==> src/sv/julian_day_to_calendar_date_defines.svh <==
// Shared assertion macros for the Julian day to calendar date block.
`ifndef JULIAN_DAY_TO_CALENDAR_DATE_DEFINES_SVH
`define JULIAN_DAY_TO_CALENDAR_DATE_DEFINES_SVH

// Checks that a condition holds in the same cycle whenever the enable holds.
`define JDCD_CHECK(label, en, cond, msg) \
    label: assert property (@(posedge i_clk) disable iff (!i_rst_n) (en) |-> (cond)) \
        else $error(msg);

// Checks that a condition holds in the cycle after the enable holds.
`define JDCD_CHECK_NEXT(label, en, cond, msg) \
    label: assert property (@(posedge i_clk) disable iff (!i_rst_n) (en) |=> (cond)) \
        else $error(msg);

`endif

==> src/sv/jdcd_pkg.sv <==
package jdcd_pkg;

    localparam int JDCD_NST = 11;

    typedef logic [JDCD_NST-1:0] t_stage_vec;

    typedef struct packed {
        t_stage_vec adv;
        t_stage_vec vld;
    } t_pipe_ctl;

    typedef struct packed {
        logic [4:0] hour;
        logic [5:0] minute;
        logic [5:0] second;
        logic [9:0] milli;
    } t_tod_res;

endpackage

==> src/sv/julian_day_to_calendar_date.sv <==
// Throughput: one request per cycle while the output is not stalled, set by the
// eleven-stage pipeline in which the Gregorian and year divisions each take a
// multiply, a back-multiply and a correction stage; months use a compare stage.
// A stalled output holds the pipeline, and empty stages still fill while it waits.
// Reset (synchronous, active low) clears only the stage valid bits.
`include "julian_day_to_calendar_date_defines.svh"

module julian_day_to_calendar_date import jdcd_pkg::*; (
    input  logic        i_clk,
    input  logic        i_rst_n,
    input  logic        s_axis_tvalid,
    output logic        s_axis_tready,
    // julian_day_number [22:0], day_fraction_ms [49:23], zero fill [55:50]
    input  logic [55:0] s_axis_tdata,
    output logic        m_axis_tvalid,
    input  logic        m_axis_tready,
    // cal_year [14:0], cal_month [18:15], cal_day [23:19], hour_of_day [28:24],
    // minute_of_hour [34:29], second_of_minute [40:35], milli_of_second [50:41],
    // zero fill [55:51]
    output logic [55:0] m_axis_tdata
);

    localparam logic [22:0] GREG_START  = 23'd2299161;
    localparam logic [22:0] GREG_BASE   = 23'd1867216;
    localparam logic [24:0] GREG_DIV    = 25'd146097;
    localparam logic [7:0]  RECIP_GREG  = 8'd229;
    localparam logic [23:0] DAY_OFFSET  = 24'd1524;
    localparam logic [29:0] YEAR_BIAS   = 30'd12210;
    localparam logic [29:0] YEAR_DIV    = 30'd36525;
    localparam logic [14:0] RECIP_YEAR  = 15'd29397;
    localparam logic [25:0] QDAYS_4Y    = 26'd1461;
    localparam logic [22:0] MONTH_DIV   = 23'd306001;
    localparam logic [22:0] MONTH_SCALE = 23'd10000;
    localparam logic signed [16:0] YEAR_BASE = 17'sd4715;
    localparam logic [8:0]  DAYS_BEFORE [16] = '{
        9'd0,   9'd30,  9'd61,  9'd91,  9'd122, 9'd153, 9'd183, 9'd214,
        9'd244, 9'd275, 9'd306, 9'd336, 9'd367, 9'd397, 9'd428, 9'd459
    };

    t_stage_vec  r_vld;
    t_stage_vec  n_rdy;
    t_pipe_ctl   n_ctl;
    logic        w_carry;
    t_tod_res    w_tod;

    logic [22:0] n_jdn;
    logic        n_greg;
    logic [24:0] n_xt;
    logic [32:0] n_pt;
    logic [24:0] n_td, n_rt;
    logic [7:0]  n_t, n_corr;
    logic [23:0] n_j2;
    logic [29:0] n_x3;
    logic [44:0] n_p3;
    logic [29:0] n_yd, n_r3;
    logic [25:0] n_p4;
    logic [23:0] n_e;
    logic [22:0] n_e10k;
    logic [3:0]  n_j5;
    logic [8:0]  n_d;
    logic [3:0]  n_m0, n_m;
    logic signed [16:0] n_y, n_ya;

    logic [22:0] r_s0_jdn;
    logic        r_s0_greg;
    logic [24:0] r_s0_xt;
    logic [22:0] r_s1_jdn;
    logic        r_s1_greg;
    logic        r_s1_carry;
    logic [24:0] r_s1_xt;
    logic [7:0]  r_s1_qt;
    logic [22:0] r_s2_jdn;
    logic        r_s2_greg;
    logic        r_s2_carry;
    logic [7:0]  r_s2_qt;
    logic [18:0] r_s2_rt;
    logic [23:0] r_s3_j2;
    logic [23:0] r_s4_j2;
    logic [29:0] r_s4_x3;
    logic [23:0] r_s5_j2;
    logic [29:0] r_s5_x3;
    logic [14:0] r_s5_q;
    logic [23:0] r_s6_j2;
    logic [14:0] r_s6_q;
    logic [16:0] r_s6_r;
    logic [23:0] r_s7_j2;
    logic [14:0] r_s7_j3;
    logic [14:0] r_s8_j3;
    logic [8:0]  r_s8_e;
    logic [14:0] r_s9_j3;
    logic [8:0]  r_s9_e;
    logic [3:0]  r_s9_j5;
    logic [14:0] r_s10_year;
    logic [3:0]  r_s10_month;
    logic [4:0]  r_s10_day;

    always_comb begin
        for (int k = 0; k < JDCD_NST; k++) begin
            n_rdy[k] = m_axis_tready || (|(~r_vld & (t_stage_vec'('1) << k)));
        end
        n_ctl.adv = n_rdy;
        n_ctl.vld = r_vld;
    end

    always_ff @(posedge i_clk) begin
        if (!i_rst_n) begin
            r_vld <= '0;
        end else begin
            if (n_rdy[0]) begin
                r_vld[0] <= s_axis_tvalid;
            end
            for (int k = 1; k < JDCD_NST; k++) begin
                if (n_rdy[k]) begin
                    r_vld[k] <= r_vld[k-1];
                end
            end
        end
    end

    jdcd_tod u_tod (
        .i_clk      (i_clk),
        .i_rst_n    (i_rst_n),
        .i_ctl      (n_ctl),
        .i_fraction (s_axis_tdata[49:23]),
        .o_carry    (w_carry),
        .o_res      (w_tod)
    );

    always_comb begin
        n_jdn  = s_axis_tdata[22:0];
        n_greg = (n_jdn >= GREG_START);
        n_xt   = {n_jdn - GREG_BASE, 2'b00} - 25'd1;

        n_pt = 33'(r_s0_xt) * 33'(RECIP_GREG);

        n_td = 25'(r_s1_qt) * GREG_DIV;
        n_rt = r_s1_xt - n_td;

        n_t    = r_s2_qt + 8'(r_s2_rt >= GREG_DIV[18:0]);
        n_corr = r_s2_greg ? (8'd1 + n_t - {2'b00, n_t[7:2]}) : 8'd0;
        n_j2   = 24'(r_s2_jdn) + DAY_OFFSET + 24'(n_corr) + 24'(r_s2_carry);

        n_x3 = 30'(r_s3_j2) * 30'd100 - YEAR_BIAS;

        n_p3 = 45'(r_s4_x3) * 45'(RECIP_YEAR);

        n_yd = 30'(r_s5_q) * YEAR_DIV;
        n_r3 = r_s5_x3 - n_yd;

        n_p4 = 26'(r_s7_j3) * QDAYS_4Y;
        n_e  = r_s7_j2 - n_p4[25:2];

        n_e10k = 23'(r_s8_e) * MONTH_SCALE;
        n_j5   = 4'd0;
        for (int k = 1; k < 16; k++) begin
            if (n_e10k >= 23'(MONTH_DIV * 23'(k))) begin
                n_j5 = 4'(k);
            end
        end

        n_d  = r_s9_e - DAYS_BEFORE[r_s9_j5];
        n_m0 = r_s9_j5 - 4'd1;
        n_m  = (n_m0 > 4'd12) ? (n_m0 - 4'd12) : n_m0;
        n_y  = $signed({2'b00, r_s9_j3}) - YEAR_BASE - $signed({16'd0, n_m > 4'd2});
        n_ya = (n_y <= 17'sd0) ? (17'sd1 - n_y) : n_y;
    end

    always_ff @(posedge i_clk) begin
        if (n_rdy[0]) begin
            r_s0_jdn  <= n_jdn;
            r_s0_greg <= n_greg;
            r_s0_xt   <= n_xt;
        end
        if (n_rdy[1]) begin
            r_s1_jdn   <= r_s0_jdn;
            r_s1_greg  <= r_s0_greg;
            r_s1_carry <= w_carry;
            r_s1_xt    <= r_s0_xt;
            r_s1_qt    <= n_pt[32:25];
        end
        if (n_rdy[2]) begin
            r_s2_jdn   <= r_s1_jdn;
            r_s2_greg  <= r_s1_greg;
            r_s2_carry <= r_s1_carry;
            r_s2_qt    <= r_s1_qt;
            r_s2_rt    <= n_rt[18:0];
        end
        if (n_rdy[3]) begin
            r_s3_j2 <= n_j2;
        end
        if (n_rdy[4]) begin
            r_s4_j2 <= r_s3_j2;
            r_s4_x3 <= n_x3;
        end
        if (n_rdy[5]) begin
            r_s5_j2 <= r_s4_j2;
            r_s5_x3 <= r_s4_x3;
            r_s5_q  <= n_p3[44:30];
        end
        if (n_rdy[6]) begin
            r_s6_j2 <= r_s5_j2;
            r_s6_q  <= r_s5_q;
            r_s6_r  <= n_r3[16:0];
        end
        if (n_rdy[7]) begin
            r_s7_j2 <= r_s6_j2;
            r_s7_j3 <= r_s6_q + 15'(r_s6_r >= YEAR_DIV[16:0]);
        end
        if (n_rdy[8]) begin
            r_s8_j3 <= r_s7_j3;
            r_s8_e  <= n_e[8:0];
        end
        if (n_rdy[9]) begin
            r_s9_j3 <= r_s8_j3;
            r_s9_e  <= r_s8_e;
            r_s9_j5 <= n_j5;
        end
        if (n_rdy[10]) begin
            r_s10_year  <= n_ya[14:0];
            r_s10_month <= n_m;
            r_s10_day   <= n_d[4:0];
        end
    end

    assign s_axis_tready = n_rdy[0];
    assign m_axis_tvalid = r_vld[JDCD_NST-1];
    assign m_axis_tdata  = {5'd0, w_tod.milli, w_tod.second, w_tod.minute, w_tod.hour,
                            r_s10_day, r_s10_month, r_s10_year};

    `JDCD_CHECK_NEXT(a_accept_enters, s_axis_tvalid && s_axis_tready, r_vld[0], "accepted request did not enter the pipeline")
    `JDCD_CHECK(a_rem_range, r_vld[8], (r_s8_e >= 9'd123) && (r_s8_e <= 9'd488), "day remainder out of range")
    `JDCD_CHECK(a_month_range, m_axis_tvalid, (r_s10_month >= 4'd1) && (r_s10_month <= 4'd12), "month out of range")
    `JDCD_CHECK(a_day_range, m_axis_tvalid, (r_s10_day >= 5'd1) && (r_s10_day <= 5'd31), "day out of range")

endmodule

==> src/sv/jdcd_tod.sv <==
`include "julian_day_to_calendar_date_defines.svh"

module jdcd_tod import jdcd_pkg::*; (
    input  logic        i_clk,
    input  logic        i_rst_n,
    input  t_pipe_ctl   i_ctl,
    input  logic [26:0] i_fraction,
    output logic        o_carry,
    output t_tod_res    o_res
);

    localparam logic [26:0] FRAC_MAX     = 27'd86399999;
    localparam logic [26:0] MS_HALF_DAY  = 27'd43200000;
    localparam logic [26:0] MS_PER_DAY   = 27'd86400000;
    localparam logic [26:0] MS_PER_HOUR  = 27'd3600000;
    localparam logic [21:0] MS_PER_MIN   = 22'd60000;
    localparam logic [15:0] MS_PER_SEC   = 16'd1000;
    localparam logic [5:0]  RECIP_HOUR   = 6'd37;
    localparam logic [6:0]  RECIP_MIN    = 7'd69;
    localparam logic [6:0]  RECIP_SEC    = 7'd65;

    logic [26:0] n_fr, n_sum, n_tod;
    logic        n_carry;
    logic [32:0] n_ph;
    logic [26:0] n_hd, n_rh;
    logic        n_hc;
    logic [22:0] n_hrem;
    logic [28:0] n_pm;
    logic [21:0] n_md, n_rm;
    logic        n_mc;
    logic [16:0] n_mrem;
    logic [22:0] n_ps;
    logic [15:0] n_sd, n_rs;
    logic        n_sc;
    logic [10:0] n_srem;

    logic [26:0] r_s0_tod;
    logic        r_s0_carry;
    logic [26:0] r_s1_tod;
    logic [4:0]  r_s1_q;
    logic [4:0]  r_s2_q;
    logic [22:0] r_s2_r;
    logic [4:0]  r_s3_hour;
    logic [21:0] r_s3_rem;
    logic [4:0]  r_s4_hour;
    logic [21:0] r_s4_rem;
    logic [5:0]  r_s4_q;
    logic [4:0]  r_s5_hour;
    logic [5:0]  r_s5_q;
    logic [16:0] r_s5_r;
    logic [4:0]  r_s6_hour;
    logic [5:0]  r_s6_min;
    logic [15:0] r_s6_rem;
    logic [4:0]  r_s7_hour;
    logic [5:0]  r_s7_min;
    logic [15:0] r_s7_rem;
    logic [5:0]  r_s7_q;
    logic [4:0]  r_s8_hour;
    logic [5:0]  r_s8_min;
    logic [5:0]  r_s8_q;
    logic [10:0] r_s8_r;
    t_tod_res    r_s9_res;
    t_tod_res    r_s10_res;

    always_comb begin
        n_fr    = (i_fraction > FRAC_MAX) ? FRAC_MAX : i_fraction;
        n_sum   = n_fr + MS_HALF_DAY;
        n_carry = (n_sum >= MS_PER_DAY);
        n_tod   = n_carry ? (n_sum - MS_PER_DAY) : n_sum;

        n_ph = 33'(r_s0_tod) * 33'(RECIP_HOUR);

        n_hd = 27'(r_s1_q) * MS_PER_HOUR;
        n_rh = r_s1_tod - n_hd;

        n_hc   = (r_s2_r >= MS_PER_HOUR[22:0]);
        n_hrem = n_hc ? (r_s2_r - MS_PER_HOUR[22:0]) : r_s2_r;

        n_pm = 29'(r_s3_rem) * 29'(RECIP_MIN);

        n_md = 22'(r_s4_q) * MS_PER_MIN;
        n_rm = r_s4_rem - n_md;

        n_mc   = (r_s5_r >= MS_PER_MIN[16:0]);
        n_mrem = n_mc ? (r_s5_r - MS_PER_MIN[16:0]) : r_s5_r;

        n_ps = 23'(r_s6_rem) * 23'(RECIP_SEC);

        n_sd = 16'(r_s7_q) * MS_PER_SEC;
        n_rs = r_s7_rem - n_sd;

        n_sc   = (r_s8_r >= MS_PER_SEC[10:0]);
        n_srem = n_sc ? (r_s8_r - MS_PER_SEC[10:0]) : r_s8_r;
    end

    always_ff @(posedge i_clk) begin
        if (i_ctl.adv[0]) begin
            r_s0_tod   <= n_tod;
            r_s0_carry <= n_carry;
        end
        if (i_ctl.adv[1]) begin
            r_s1_tod <= r_s0_tod;
            r_s1_q   <= n_ph[31:27];
        end
        if (i_ctl.adv[2]) begin
            r_s2_q <= r_s1_q;
            r_s2_r <= n_rh[22:0];
        end
        if (i_ctl.adv[3]) begin
            r_s3_hour <= r_s2_q + 5'(n_hc);
            r_s3_rem  <= n_hrem[21:0];
        end
        if (i_ctl.adv[4]) begin
            r_s4_hour <= r_s3_hour;
            r_s4_rem  <= r_s3_rem;
            r_s4_q    <= n_pm[27:22];
        end
        if (i_ctl.adv[5]) begin
            r_s5_hour <= r_s4_hour;
            r_s5_q    <= r_s4_q;
            r_s5_r    <= n_rm[16:0];
        end
        if (i_ctl.adv[6]) begin
            r_s6_hour <= r_s5_hour;
            r_s6_min  <= r_s5_q + 6'(n_mc);
            r_s6_rem  <= n_mrem[15:0];
        end
        if (i_ctl.adv[7]) begin
            r_s7_hour <= r_s6_hour;
            r_s7_min  <= r_s6_min;
            r_s7_rem  <= r_s6_rem;
            r_s7_q    <= n_ps[21:16];
        end
        if (i_ctl.adv[8]) begin
            r_s8_hour <= r_s7_hour;
            r_s8_min  <= r_s7_min;
            r_s8_q    <= r_s7_q;
            r_s8_r    <= n_rs[10:0];
        end
        if (i_ctl.adv[9]) begin
            r_s9_res.hour   <= r_s8_hour;
            r_s9_res.minute <= r_s8_min;
            r_s9_res.second <= r_s8_q + 6'(n_sc);
            r_s9_res.milli  <= n_srem[9:0];
        end
        if (i_ctl.adv[10]) begin
            r_s10_res <= r_s9_res;
        end
    end

    assign o_carry = r_s0_carry;
    assign o_res   = r_s10_res;

    `JDCD_CHECK(a_hour_range, i_ctl.vld[3], r_s3_hour <= 5'd23, "hour out of range")
    `JDCD_CHECK(a_minute_range, i_ctl.vld[6], r_s6_min <= 6'd59, "minute out of range")
    `JDCD_CHECK(a_second_range, i_ctl.vld[9], (r_s9_res.second <= 6'd59) && (r_s9_res.milli <= 10'd999), "second or millisecond out of range")

endmodule

==> config.mk <==
export PLATFORM = sky130hd
export DESIGN_NAME = julian_day_to_calendar_date
export DESIGN_NICKNAME = d
export VERILOG_FILES = /design/src/sv/jdcd_pkg.sv /design/src/sv/julian_day_to_calendar_date.sv /design/src/sv/jdcd_tod.sv
export VERILOG_INCLUDE_DIRS = /design/src /design/src/sv
export SDC_FILE = /design/constraint.sdc
export NUM_CORES = 2
export LEC_CHECK = 0
export BUFFER_PORTS_ARGS = -buffer_cell sky130_fd_sc_hd__buf_4
export CELL_PAD_IN_SITES_DETAIL_PLACEMENT = 1
export CELL_PAD_IN_SITES_GLOBAL_PLACEMENT = 2
export CORE_UTILIZATION = 50
export CTS_BUF_LIST = sky130_fd_sc_hd__clkbuf_2 sky130_fd_sc_hd__clkbuf_4 sky130_fd_sc_hd__clkbuf_8
export DETAILED_ROUTE_END_ITERATION = 16
export PLACE_DENSITY_LB_ADDON = 0.1
export SETUP_SLACK_MARGIN = 0.5
export SLEW_MARGIN = 5
export SYNTH_ARGS = -nofsm -noshare
export SYNTH_HDL_FRONTEND = slang
export SYNTH_SLANG_ARGS = --single-unit
==> constraint.sdc <==
create_clock -name i_clk -period 9.8 [get_ports i_clk]
set_input_delay 0.49 -clock i_clk [delete_from_list [all_inputs] [get_ports i_clk]]
set_output_delay 0.49 -clock i_clk [all_outputs]
set_load 0.05 [all_outputs]
== Yosys cells after proc, flatten, opt, wreduce, memory -nomap -nowiden ==
Memory sizes are Yosys's and may differ from the RTL's.
Index checks and enable logic that the tools add are counted.

* Register bits after elaboration: 709
* Bits in read-only memories: 144
* Input port bits: 60
* Output and inout port bits: 58
* Logic and storage cells: 200
* Memories: 1

* Add/subtract/negate cells: 30
* Multipliers: 13
* $lt $le $gt $ge: 27
* Multiplexer cells: 24
* Bitwise logic cells: 2
* Reduce and logical (&&, ||, !) cells: 24

{| class="wikitable"
|+ Memories
! name !! words !! width !! rd ports !! clocked after memory_dff !! wr ports !! line !! text
|-
| (name not given) || 16 || 9 || 1 || 0 || 0 || julian_day_to_calendar_date.sv:161 || <nowiki>n_d = r_s9_e - DAYS_BEFORE[r_s9_j5];</nowiki>
|}

{| class="wikitable"
|+ Operators with widths
! kind !! number
|-
| 23-bit by 22-bit >= comparator with 1-bit output, second input constant || 9
|-
| 23-bit by 21-bit >= comparator with 1-bit output, second input constant || 3
|-
| 27-bit 2-to-1 mux || 2
|-
| 23-bit by 20-bit >= comparator with 1-bit output, second input constant || 2
|-
| 23-bit >= comparator, second input constant || 2
|-
| 30-bit by 15-bit multiplier with 45-bit output, second input constant || 1
|-
| 17-bit by 16-bit >= comparator with 1-bit output, second input constant || 2
|-
| 17-bit subtractor || 2
|-
| 25-bit by 8-bit multiplier with 33-bit output, second input constant || 1
|-
| 27-bit by 6-bit multiplier with 32-bit output, second input constant || 1
|-
| 30-bit by 14-bit subtractor with 30-bit output, second input constant || 1
|-
| 22-bit by 7-bit multiplier with 28-bit output, second input constant || 1
|-
| 24-bit by 5-bit multiplier with 28-bit output, second input constant || 1
|-
| 4-bit 2-to-1 mux || 7
|-
| 27-bit by 26-bit adder with 27-bit output, second input constant || 1
|-
| 27-bit >= comparator, second input constant || 1
|-
| 27-bit greater-than comparator, second input constant || 1
|-
| 27-bit subtractor, second input constant || 1
|-
| 25-bit by 1-bit subtractor with 25-bit output, second input constant || 1
|-
| 23-bit by 11-bit adder with 24-bit output, second input constant || 1
|-
| 24-bit by 1-bit adder with 24-bit output || 1
|-
| 24-bit by 8-bit adder with 24-bit output || 1
|-
| 23-bit by 19-bit >= comparator with 1-bit output, second input constant || 1
|-
| 23-bit by 21-bit subtractor with 23-bit output, second input constant || 1
|-
| 55 further kinds || 75
|}

== Depth between registers and ports, before layout ==
* Word-level depth: 16
* Depth in mapped cells: 32
* Mapped depth without buffers: 32

== Cells and area by module ==
A second synthesis with hierarchy kept.

* Cell total of the unflattened synthesis: 4777
* Area total of the unflattened synthesis: 56698.1 um2

{| class="wikitable"
|+ Modules (own cells, without submodules)
! module !! times used !! cells each !! area an instance (um2) !! seq. area each (um2)
|-
| julian_day_to_calendar_date || 1 || 3162 || 37238.2 || 11781.3
|-
| jdcd_tod || 1 || 1615 || 19459.9 || 9128.8
|}

== Worst setup path after synthesis ==
No wires, ideal clock.

* Kind: register to register
* Start point: register r_s4_x3[10]
* End point: register r_s5_q[14], data pin
* Setup time: 260 ps
* Data arrival time: 6046 ps
* Data required time: 9540 ps
* Path slack: 3494 ps
* Stages on the path, launching flop included: 18
* Buffers on the path: 0
* Clock period less this slack: 6306 ps
* Cells stage by stage: edfxtp_1 fa_1 fa_1 fa_1 fa_1 fa_1 fa_1 ha_1 a21o_1 a21o_1 a211o_1 a311o_1 o2111ai_1 a31oi_1 a41oi_1 a21oi_1 a21oi_1 xnor2_1

* Cells in the longest elaborated chain, start to end: 1

{| class="wikitable"
|+ RTL lines
! item !! line !! text
|-
| from (decl) || julian_day_to_calendar_date.sv:79 || <nowiki>logic [29:0] r_s4_x3;</nowiki>
|-
| from (signal assigned) || julian_day_to_calendar_date.sv:193 || <nowiki>r_s4_x3 <= n_x3;</nowiki>
|-
| 30-bit by 15-bit multiplier with 45-bit output || julian_day_to_calendar_date.sv:145 || <nowiki>n_p3 = 45'(r_s4_x3) * 45'(RECIP_YEAR);</nowiki>
|-
| net n_p3[44] || julian_day_to_calendar_date.sv:54 || <nowiki>logic [44:0] n_p3;</nowiki>
|-
| to (signal assigned) || julian_day_to_calendar_date.sv:198 || <nowiki>r_s5_q <= n_p3[44:30];</nowiki>
|-
| to (decl) || julian_day_to_calendar_date.sv:82 || <nowiki>logic [14:0] r_s5_q;</nowiki>
|}

The timed path passes the listed nets, and every way through them passes these cells.
A chain may end at the register's enable or synchronous reset.

== Final worst setup path ==
* Start point: register r_s4_x3[8]
* End point: register r_s5_q[14], data pin

The elaborated chain is that of the path after synthesis.

==> impl_metrics.env <==
export IMPL_synth_compound_area_share=0.07688
export IMPL_overflow=0
export IMPL_grt_pass1_vias=38227
export IMPL_cp_arrival_ns=7.79
export IMPL_placement_io_buffers=106
export IMPL_dp_final_hpwl_mm=96.94
export IMPL_setup_violations=0
export IMPL_critPathLaunchType="flip-flop"
export IMPL_grt_pass1_wl_mm=197.6
export IMPL_synth_enable_flop_cells=689
export IMPL_fillers=11596
export IMPL_fin_crit_ns=7.223
export IMPL_critical_path_reg2reg_startpoint="r_s4_x3[8]$_DFFE_PP_"
export IMPL_drt_pass1_iterations=5
export IMPL_synthTopCellsByCount="ha_1 (892), inv_1 (818), edfxtp_1 (689)"
export IMPL_htreeDepth=3
export IMPL_wl_per_cell_um=18.51
export IMPL_cts_resized=0
export IMPL_synth_top_family_by_area="adder cells"
export IMPL_area_growth_pct=9.498
export IMPL_synthFlopType="edfxtp_1"
export IMPL_antenna_found_initial=3
export IMPL_vias_per_cell=5.262
export IMPL_synth_cell_types=98
export IMPL_place_inst=6276
export IMPL_avgSynthCellArea_um2=11.88
export IMPL_synthMuxAreaShare=0.003397
export IMPL_finalHoldViolCount=0
export IMPL_reg2reg_slack_ns=2.58
export IMPL_fin_util=0.5532
export IMPL_synth_area_um2=55990
export IMPL_drc_errors=0
export IMPL_synth_simple_gate_area_frac=0.06821
export IMPL_maxSlewHeadroom=0.2504
export IMPL_grt_max_degree=81
export IMPL_synthAdderAreaFrac=0.3570
export IMPL_status="finished clean"
export IMPL_cts_buffers_inserted=118
export IMPL_r2r_end="r_s5_q[14]$_DFFE_PP_"
export IMPL_finalCritPeriodShare=0.7370
export IMPL_clock_latency_ns=0.82
export IMPL_vias=34396
export IMPL_synth_area_leader_cell="edfxtp_1"
export IMPL_synth_xor_area_share=0.06193
export IMPL_fin_area_um2=61300
export IMPL_clock_sinks=700
export IMPL_cts_root_buf="clkbuf_8"
export IMPL_gp_congestion=0.8156
export IMPL_synth_warnings=0
export IMPL_drv_slew=0
export IMPL_nNetsFinal=6336
export IMPL_final_setup_skew_ns=0.07306
export IMPL_worstMarginPinSlew_ns=1.124
export IMPL_fmax_mhz=138.4
export IMPL_finalWirelength_mm=121.0
export IMPL_post_dp_cell_area_um2=58520
export IMPL_crit_fanout=10
export IMPL_io_pins=118
export IMPL_yosysTopAreaCellShare=0.3696
export IMPL_stdcell_count=6537
export IMPL_track_usage=0.2207
export IMPL_ys_ff_latch=700
export IMPL_max_cap_viol_count=0
export IMPL_rsz0062_at_grt="false"
export IMPL_drt_iter0_drc=1163
export IMPL_num_rows=122
export IMPL_crit_required_ns=10.36
export IMPL_synth_async_reset_ratio=0
export IMPL_initial_utilization=0.5052
export IMPL_hold_depth=3
export IMPL_synth_area_top_cells="edfxtp_1 (37%), ha_1 (20%), fa_1 (16%)"
export IMPL_hp_class="input port to flip-flop"
export IMPL_cp_startpoint="r_s4_x3[8]$_DFFE_PP_"
export IMPL_die_width_um=336.6
export IMPL_die_area_um2=113300
export IMPL_postRouteAntennaNets=0
export IMPL_final_layout_size_suffix_gt1_frac=0.07572
export IMPL_crit_type="flip-flop to flip-flop"
export IMPL_core_area_um2=110800
export IMPL_chipHeight_um=336.6
export IMPL_post_cts_buffers=0
export IMPL_yosys_cell_count_top_type="ha_1"
export IMPL_ff2ff_path_depth=17
export IMPL_clock_path_buffers=3
export IMPL_tritoncts="yes"
export IMPL_postSynthCellCount=4714
export IMPL_end_kind="flip-flop"
export IMPL_path_clk_slew_ns=0.07
export IMPL_seq_area_frac_synth=0.3735
export IMPL_tns_ns=0
export IMPL_endpoint="r_s5_q[14]$_DFFE_PP_"
[cells by family after synthesis]
logic type	after synthesis
XOR/XNOR	395
AND/OR/NAND/NOR	754
flip-flops	700
multiplexers	17
adder cells (fa/ha/maj)	1334
buffers and inverters	864
other	1
AO/OA/AOI/OAI	649
[timing repair]
item / in CTS / in global routing
setup endpoints to repair: 0 / 0
hold endpoints to repair: 45 / 0
hold buffers: 36 / 0
[worst max-delay path, stage by stage, from the launching register on]
cell and delay, ns:
edfxtp_1 0.73, fa_1 0.54, fa_1 0.50, fa_1 0.53
fa_1 0.52, fa_1 0.53, fa_1 0.49, ha_1 0.32
a211o_1 0.33, a2111oi_0 0.71, o41a_1 0.34, a211oi_1 0.12
o2111ai_1 0.30, a31oi_1 0.23, a41oi_1 0.39, a21oi_1 0.16
a21oi_1 0.20, xnor2_1 0.08
[worst min path at each step]
stage / startpoint / endpoint / slack [ns]
5_1_grt: m_axis_tready / r_vld[10]$_SDFFE_PN0P_ / 0.02
3_5_place_dp: r_s1_jdn[10]$_DFFE_PP_ / r_s2_jdn[10]$_DFFE_PP_ / 0.41
3_3_place_gp: r_s8_j3[11]$_DFFE_PP_ / r_s9_j3[11]$_DFFE_PP_ / 0.40
6_report: m_axis_tready / r_vld[10]$_SDFFE_PN0P_ / 0.07
4_1_cts: m_axis_tready / r_vld[10]$_SDFFE_PN0P_ / 0.01
2_1_floorplan: u_tod.o_carry$_DFFE_PP_ / r_s1_carry$_DFFE_PP_ / 0.40
[sequential cells by signal, indices dropped and copies added (netlist names), 24 cells and up]
name            flops
r_s4_x3            28
r_s3_j2            24
u_tod.o_res        27
u_tod.r_s9_res     27
u_tod.r_s0_tod     27
[stage by stage]
step                      setup slack [ns]  hold slack [ns]
after floorplan                      3.494           0.4003
after global placement               2.467           0.4002
after detailed placement             2.438           0.4052
after CTS                            2.464          0.01233
after global routing                 2.229          0.02421
final                                2.577          0.07040
[cell usage in the layout, fill, tap and decap left out, types with 109 or more instances in the layout]
| master | synthesis | routed |
|---|---|---|
| ha_1 | 892 | 892 |
| inv_1 | 818 | 812 |
| edfxtp_1 | 689 | 689 |
| fa_1 | 440 | 440 |
| xnor2_1 | 274 | 274 |
| nor2_1 | 211 | 211 |
| a21oi_1 | 180 | 180 |
| nand2_1 | 140 | 135 |
| clkbuf_8 | 0 | 121 |
| xor2_1 | 120 | 120 |
| buf_4 | 8 | 116 |
| o21ai_0 | 109 | 109 |
[area by class of cell]
type / count / area, um^2 / share of cell area
Multi-Input combinational cell: 3154 / 31810 / 0.5189
Sequential cell: 700 / 20910 / 0.3411
Inverter: 818 / 3072 / 0.05011
Clock buffer: 150 / 1883 / 0.03072
Tap cell: 1488 / 1862 / 0.03037
Timing Repair Buffer: 152 / 1231 / 0.02008
Clock inverter: 71 / 525.5 / 0.008572
Antenna cell: 4 / 10.01 / 0.0001633
[routing by layer]
metal | GRT usage | wire length, um | share of wire
met5 | 0 | 0 | 0
met4 | 0.05493 | 2699 | 0.022
met3 | 0.02496 | 2714 | 0.022
met2 | 0.4089 | 62970 | 0.52
met1 | 0.2718 | 52620 | 0.43
Power is not shown: default switching activity piles up to over one toggle a cycle in this logic, so the estimate is an artifact.
